**src/rtl/core/dps_pkg.sv**
```systemverilog
// Shared types and constants of the distribution percentile and sample unit.
// Used by every module of the block but dps_ram; depends on nothing.
package dps_pkg;

  // table geometry
  localparam int TABLE_ENTRIES = 256;
  localparam int IDX_W         = $clog2(TABLE_ENTRIES);

  // field widths
  localparam int CMD_W       = 2;
  localparam int IN_IDX_W    = 8;
  localparam int PROB_W      = 17;
  localparam int BASE_W      = 32;
  localparam int BW_W        = 16;
  localparam int EU_W        = 9;
  localparam int VAL_W       = 41;
  localparam int FRAC_BITS   = 8;

  // derived datapath widths
  localparam int SUM_W  = PROB_W + IDX_W;
  localparam int PROD_W = PROB_W + BW_W;
  localparam int BINV_W = ((BASE_W > IDX_W + BW_W) ? BASE_W : IDX_W + BW_W) + 1;
  localparam int DIV_STEPS = VAL_W;
  localparam int DCNT_W    = $clog2(DIV_STEPS + 1);

  // request queue between front and back
  localparam int QUEUE_DEPTH = 2;
  localparam int QPTR_W      = (QUEUE_DEPTH > 1) ? $clog2(QUEUE_DEPTH) : 1;
  localparam int QCNT_W      = $clog2(QUEUE_DEPTH + 1);

  // configuration port
  localparam int ADDR_W = 4;
  localparam int DATA_W = 32;
  localparam logic [1:0] REG_BASE_VALUE   = 2'd0;
  localparam logic [1:0] REG_BIN_WIDTH    = 2'd1;
  localparam logic [1:0] REG_ENTRIES_USED = 2'd2;

  localparam logic [BASE_W-1:0] BASE_RESET = '0;
  localparam logic [BW_W-1:0]   BW_RESET   = BW_W'(1);
  localparam logic [EU_W-1:0]   EU_RESET   = EU_W'(256);

  // command codes on the input channel
  localparam logic [CMD_W-1:0] CMD_LOAD   = 2'd0;
  localparam logic [CMD_W-1:0] CMD_QUERY  = 2'd1;
  localparam logic [CMD_W-1:0] CMD_SAMPLE = 2'd2;

  // classified operation
  typedef enum logic [1:0] {
    OP_NOP,
    OP_LOAD,
    OP_QUERY,
    OP_SAMPLE
  } op_e;

  typedef struct packed {
    op_e                 op;
    logic [IN_IDX_W-1:0] idx;
    logic [PROB_W-1:0]   arg;
  } q_entry_t;

  typedef struct packed {
    logic     valid;
    q_entry_t entry;
  } q_head_t;

  typedef struct packed {
    logic [BASE_W-1:0] base_value;
    logic [BW_W-1:0]   bin_width;
    logic [EU_W-1:0]   entries_used;
  } cfg_t;

endpackage

```
**src/rtl/core/dps_front.sv**
```systemverilog
// Front end: accepts input requests, classifies them and queues them.
// Depends on dps_pkg.
module dps_front (
  input  logic                             clk_i,
  input  logic                             rst_ni,
  input  logic                             in_valid_i,
  output logic                             in_stall_o,
  input  logic [dps_pkg::CMD_W-1:0]        cmd_i,
  input  logic [dps_pkg::IN_IDX_W-1:0]     entry_index_i,
  input  logic [dps_pkg::PROB_W-1:0]       entry_prob_i,
  input  logic [dps_pkg::PROB_W-1:0]       quantile_i,
  input  logic [dps_pkg::PROB_W-1:0]       uniform_draw_i,
  output dps_pkg::q_head_t                 head_o,
  input  logic                             pop_i
);

  dps_pkg::q_entry_t                 slot_q [dps_pkg::QUEUE_DEPTH];
  dps_pkg::q_entry_t                 cls;
  logic [dps_pkg::QPTR_W-1:0]        wr_ptr_q, wr_ptr_d;
  logic [dps_pkg::QPTR_W-1:0]        rd_ptr_q, rd_ptr_d;
  logic [dps_pkg::QCNT_W-1:0]        count_q, count_d;
  logic                              push;
  logic                              pop;

  // classify the request and pick its operand
  always_comb begin
    cls.idx = entry_index_i;
    case (cmd_i)
      dps_pkg::CMD_LOAD: begin
        cls.op  = (int'(entry_index_i) < dps_pkg::TABLE_ENTRIES) ?
                  dps_pkg::OP_LOAD : dps_pkg::OP_NOP;
        cls.arg = entry_prob_i;
      end
      dps_pkg::CMD_QUERY: begin
        cls.op  = dps_pkg::OP_QUERY;
        cls.arg = quantile_i;
      end
      dps_pkg::CMD_SAMPLE: begin
        cls.op  = dps_pkg::OP_SAMPLE;
        cls.arg = uniform_draw_i;
      end
      default: begin
        cls.op  = dps_pkg::OP_NOP;
        cls.arg = '0;
      end
    endcase
  end

  assign in_stall_o = (count_q == dps_pkg::QCNT_W'(dps_pkg::QUEUE_DEPTH));
  assign push       = in_valid_i && !in_stall_o;
  assign pop        = pop_i && (count_q != '0);

  assign head_o.valid = (count_q != '0);
  assign head_o.entry = slot_q[rd_ptr_q];

  // advance pointers and count
  always_comb begin
    wr_ptr_d = wr_ptr_q;
    rd_ptr_d = rd_ptr_q;
    count_d  = count_q;
    if (push) begin
      wr_ptr_d = (int'(wr_ptr_q) == dps_pkg::QUEUE_DEPTH - 1) ? '0 :
                 wr_ptr_q + dps_pkg::QPTR_W'(1);
    end
    if (pop) begin
      rd_ptr_d = (int'(rd_ptr_q) == dps_pkg::QUEUE_DEPTH - 1) ? '0 :
                 rd_ptr_q + dps_pkg::QPTR_W'(1);
    end
    if (push && !pop) begin
      count_d = count_q + dps_pkg::QCNT_W'(1);
    end else if (pop && !push) begin
      count_d = count_q - dps_pkg::QCNT_W'(1);
    end
  end

  always_ff @(posedge clk_i or negedge rst_ni) begin
    if (!rst_ni) begin
      wr_ptr_q <= '0;
      rd_ptr_q <= '0;
      count_q  <= '0;
    end else begin
      wr_ptr_q <= wr_ptr_d;
      rd_ptr_q <= rd_ptr_d;
      count_q  <= count_d;
    end
  end

  // hold queued payload
  always_ff @(posedge clk_i) begin
    if (push) begin
      slot_q[wr_ptr_q] <= cls;
    end
  end

endmodule

```
**config.mk**
```make
export PLATFORM = sky130hd
export DESIGN_NAME = dps_front
export DESIGN_NICKNAME = d
export VERILOG_FILES = /design/src/rtl/core/dps_pkg.sv /design/src/rtl/core/dps_front.sv
export SDC_FILE = /design/constraint.sdc
export NUM_CORES = 1
export LEC_CHECK = 0
export BUFFER_PORTS_ARGS = -buffer_cell sky130_fd_sc_hd__buf_2
export CELL_PAD_IN_SITES_DETAIL_PLACEMENT = 1
export CELL_PAD_IN_SITES_GLOBAL_PLACEMENT = 1
export CORE_MARGIN = 1
export CORE_UTILIZATION = 42
export CTS_CLUSTER_SIZE = 10
export DETAILED_ROUTE_END_ITERATION = 8
export PLACE_DENSITY_LB_ADDON = 0.1
export SKIP_CTS_REPAIR_TIMING = 1
export SLEW_MARGIN = 20
export SYNTH_ARGS = -nofsm -noshare
export SYNTH_HDL_FRONTEND = slang
export SYNTH_SLANG_ARGS = --single-unit
```
**constraint.sdc**
```tcl
create_clock -name clk_i -period 4.4 [get_ports clk_i]
set_input_delay 0.22 -clock clk_i [delete_from_list [all_inputs] [get_ports clk_i]]
set_output_delay 0.22 -clock clk_i [all_outputs]
set_load 0.03 [all_outputs]
```
# Yosys cells after proc, flatten, opt, wreduce, memory -nomap -nowiden
# Memories as Yosys holds them, arrays and structs flattened.
# Index checks and enable logic that the tools add are counted.
[word_totals]
register_bits = 4
ram_bits = 54
inputBits = 65
out_inout_bits = 29
word_cells = 29
n_memories = 1
[memory_table]
columns = ["name", "depth", "width", "rd", "rd_clocked_by_memory_dff", "wr", "line", "rtl"]
rows = [
  ["slot_q", 2, 27, 1, 0, 1, "dps_front.sv:17", "dps_pkg::q_entry_t slot_q [dps_pkg::QUEUE_DEPTH];"],
]
[op_classes]
n_addsub = 4
eq_ne = 3
muxes = 8
reduce_logical = 10
[op_table]
columns = ["cell", "count"]
rows = [
  ["17-bit case mux with 3 select lines", 1],
  ["2-bit case mux with 3 select lines", 1],
  ["2-bit equality test (second input constant)", 2],
  ["1-bit logical AND", 4],
  ["1-bit 2-to-1 mux", 4],
  ["2-bit 2-to-1 mux", 2],
  ["2-bit nonzero test", 2],
  ["1-bit zero test", 3],
  ["1-bit adder (second input constant)", 2],
  ["2-bit by 1-bit adder with 2-bit output (second input constant)", 1],
  ["2-bit by 1-bit equality test with 1-bit output (second input constant)", 1],
  ["2-bit zero test", 1],
  ["2-bit by 1-bit subtractor with 2-bit output (second input constant)", 1],
]

# Logic depth before layout (Yosys ltp)
[depth]
ltp_word = 7
mapped_depth = 7
depth_no_buf = 7

# Least setup slack after synthesis
# OpenSTA, ideal clock, no wires.
[synth_timing]
kind = "register -> register"
start = "reg count_q[0] in the netlist's numbering"
end = "mem slot_q[0][0] in the netlist's numbering, enable pin"
setup_ns = 0.411
arrival_ns = 1.771
t_required_ns = 3.989
setup_slack_ns = 2.218
path_stages_with_launch = 4
path_buffers = 0
cell_sequence = "dfrtp_1 > nand2b_1 > nand2_1 > nor2_1"
[synth_via]
elab_chain_cells = 5
[synth_lines]
columns = ["item", "line", "rtl"]
rows = [
  ["from (decl)", "dps_front.sv:21", "logic [dps_pkg::QCNT_W-1:0] count_q, count_d;"],
  ["from (signal assigned)", "dps_front.sv:84", "count_q <= count_d;"],
  ["2-bit equality test", "dps_front.sv:49", "assign in_stall_o = (count_q == dps_pkg::QCNT_W'(dps_pkg::QUEUE_DEPTH));"],
  ["1-bit zero test", "dps_front.sv:50", "assign push = in_valid_i && !in_stall_o;"],
  ["1-bit logical AND", "dps_front.sv:50", ""],
  ["1-bit 2-to-1 mux", "dps_front.sv:90", "if (push) begin"],
  ["1-bit 2-to-1 mux (not written as such)", "dps_front.sv:91", "slot_q[wr_ptr_q] <= cls;"],
  ["to (decl)", "dps_front.sv:17", ""],
]
# Every way passes these cells.

==> metrics.md <==
| Metric | Value |
|---|---|
| Clock latency on the worst-skew pair | 330 ps |
| Hold Violations, Final | 0 |
| Power per standard cell area | 631 mW/mm^2 |
| Sw Ratio | 36.4% |
| Worst-path fanout max | 28 |
| CORE AREA | 0.00564 sq mm |
| Dpl cells | 309 |
| Critical path's largest stage delay | 790 ps |
| Dominant cells by area after synthesis | edfxtp_1 (64%), mux2_2 (12%), a222oi_1 (6.7%), dfrtp_1 (4.0%), nor2_1 (3.1%) |
| Hold Slack | 83.6 ps |
| Die span in y | 79.6 um |
| # clock sinks | 58 |
| Setup Skew | 7.64 ps |
| Routed WL | 5300 um |
| Largest net degree at the start of global routing | 29 |
| Area Overhead vs Synth | 25.9% |
| Post-synth top cells | edfxtp_1 (54), mux2_2 (26), nor2_1 (21) |
| Worst Path Required | 4180 ps |
| Worst slew pin tran | 699 ps |
| DR iter-0 viols | 149 |
| Via count | 1711 |
| DRT Pass-1 Iters | 5 |
| First-pass GRT wire length | 8080 um |
| I/O pin count | 94 |
| Seq cells post-synth | 58 |
| Worst Hold Class | primary input to flop |
| Initial Util | 44.8% |
| Die area | 0.00633 sq mm |
| Crit. End Element | output port |
| Crit path max-delay family | flip-flops |
| Final Critical Period | 1930 ps |
| Share of power burned in registers | 42.7% |
| Fillers | 604 |
| Worst slack at placement | 2630 ps |
| Setup TNS | 0 ps |
| Worst vdd ir | 0.000253 V |
| Max Fclk | 0.519 GHz |
| Post-route ant nets | 0 |
| Static leakage power | 1.32 nW |
| Clk pwr share | 21.0% |
| Setup ws final | 2470 ps |
| Vias in the first global route | 1733 |
| Switching pwr | 0.000731 W |
| Cell internal pwr | 0.00128 W |
| Mapped Area | 0.00253 sq mm |
| Comb pwr share | 36.3% |
| Yosys Warn Count | 0 |
| Total track usage | 17.8% |
| Main synth FF type | edfxtp_1 |
| Syn Nets | 223 |
| Max_slew headroom | 53.4% |
| Inserted Clock Buffers | 9 |
| Final setup fails | 0 |
| Htree depth | 3 |
| Wirelength per Cell | 16.3 um |
| Worst path cell trace | mux2_2 > buf_2 |
| Final Max Tran Viols | 0 |
| Number of max-cap violations | 0 |
| Clock-pin slew on the worst setup and hold paths | 60 ps |
| RePlAce Congestion | 0.698 |
| Average size of a mapped cell | 16.5 sq um |
| Gate Count Post-Synth | 153 |
| ANT cells | 0 |
| Arrival time worst endpoint | 1710 ps |
| Post-synth top area share | 64.2% |
| Synth cell types | 18 |
| Status | complete, no violations |
| Most instantiated library cell after synthesis | edfxtp_1 |
| Initial antenna violation count | 0 |
| Layout cells sized above 1 | 54.7% |
| Worst Path Class, Setup | flop to output port |
| CTS tree | done |
| Vias/cell | 5.25 |
| DRC Markers | 0 |
| Final Non-Filler Cells | 326 |
| Seq/Total Area, Yosys | 68.1% |
| Total Nets Final | 319 |
| Post-synth EDFFs | 54 |
| Dominant cell type by area after synthesis | edfxtp_1 |
| Post-synth ARST share | 6.90% |
| Fin crit share | 43.8% |
| Post-DP HPWL | 3810 um |
| CTS Root Cell | clkbuf_8 |
| Port-buffer cells | 93 |
| RSZ-0062 raised after global routing | no |
| Startpoint types | flop |
| CP bufs+invs | 1 |
| Max stage delay cell, worst path | dfrtp_2 |
| Max Buffers Root-to-Sink | 2 |
| Row cnt | 27 |
| Total gr overflow | 0 |
| Die Width | 79.6 um |
==> final cells by class <==
cell class	instances	area [sq um]	share of cell area (%)
clock buffer	13	159	4.99
clock inverter	3	15.0	0.472
inverter	4	15.0	0.472
multi-input combinational	80	691	21.7
sequential	58	1720	54.1
tap	72	90.1	2.83
timing repair buffer	96	490	15.4
==> worst paths after layout <==
| path | end | startpoint | cells past startpoint | slack (ps) |
|---|---|---|---|---|
| min in group asynchronous | count_q[0] | rst_ni | 2 | 250 |
| worst min register to register | count_q[1] | count_q[1] | 1 | 490 |
| max in group asynchronous | rd_ptr_q | rst_ni | 2 | 4010 |
| worst max-delay path | head_o[3] | rd_ptr_q | 2 | 2470 |
| worst min-delay path | slot_q[0][20] | entry_index_i[3] | 1 | 80 |
| worst max register to register | slot_q[0][0] | count_q[0] | 4 | 2660 |
==> metrics by stage <==
stage / cell area (sq um) / power (W) / util [%]
2_1_floorplan: 2530 / 0.00142 / -
3_3_place_gp: 3000 / 0.00160 / 53.1
3_5_place_dp: 3000 / 0.00161 / 53.2
4_1_cts: 3170 / 0.00204 / 56.2
5_1_grt: 3180 / 0.00212 / 56.4
6_report: 3180 / 0.00201 / 56.4
==> worst reg2reg max path, delay by kind of cell, from the launching register on <==
family / cells / cell delay [ps]
simple gates: 3 / 640
flops: 1 / 400
buf+inv: 1 / 370
==> sequential cells by signal, summed over array words and instances, names as in the netlist <==
| register | flops |
|---|---|
| count_q | 2 |
| rd_ptr_q | 1 |
| slot_q | 54 |
| wr_ptr_q | 1 |
==> power groups by stage <==
| stage | registers (W) | clock network [W] | logic (W) |
|---|---|---|---|
| global placement | 0.000867 | 0 | 0.000731 |
| detailed placement | 0.000877 | 0 | 0.000735 |
| CTS | 0.000865 | 0.000438 | 0.000740 |
| finish | 0.000858 | 0.000421 | 0.000728 |
| floorplan | 0.000809 | 0 | 0.000609 |
| global route | 0.000877 | 0.000460 | 0.000779 |
==> layer usage <==
metal  vias to the layer above  global-route usage (%)  share of wire (%)  routed length [um]
li1                        797                       -                  -                   -
met1                       831                    18.7                 38                1990
met2                        78                    31.5                 53                2810
met3                         5                    7.66                8.7                 460
met4                         0                    6.00               0.79                  42
met5                         -                       0                  0                   0
==> layout by cell type, fill, tap and decap left out <==
cell type | Yosys | final
dfrtp_1 | 4 | 3
mux2_2 | 26 | 26
ha_1 | 5 | 5
nor2_1 | 21 | 20
nand2_2 | 1 | 1
buf_2 | 4 | 93
dlygate4sd3_1 | 0 | 1
buf_4 | 0 | 2
dfrtp_2 | 0 | 1
nand2_1 | 1 | 1
nand2b_1 | 1 | 1
clkbuf_1 | 0 | 2
a222oi_1 | 17 | 17
clkinv_2 | 0 | 3
xnor2_1 | 3 | 3
xor2_1 | 2 | 2
edfxtp_1 | 54 | 54
and3_1 | 1 | 1
or2_2 | 1 | 1
nor2_2 | 0 | 1
inv_1 | 4 | 4
mux2_1 | 1 | 1
clkbuf_8 | 0 | 11
==> kinds of logic (layout without fill, tap and decap cells) <==
| family | Yosys count | after routing | synth area share [%] |
|---|---|---|---|
| fa+ha+maj | 5 | 5 | 2.48 |
| flops | 58 | 58 | 68.1 |
| mux | 27 | 27 | 12.0 |
| compound gates | 17 | 17 | 6.73 |
| buf+inv | 15 | 116 | 4.65 |
| xor+xnor | 5 | 5 | 1.73 |
| simple gates | 26 | 26 | 4.26 |
(Power assumes the default switching activity.)
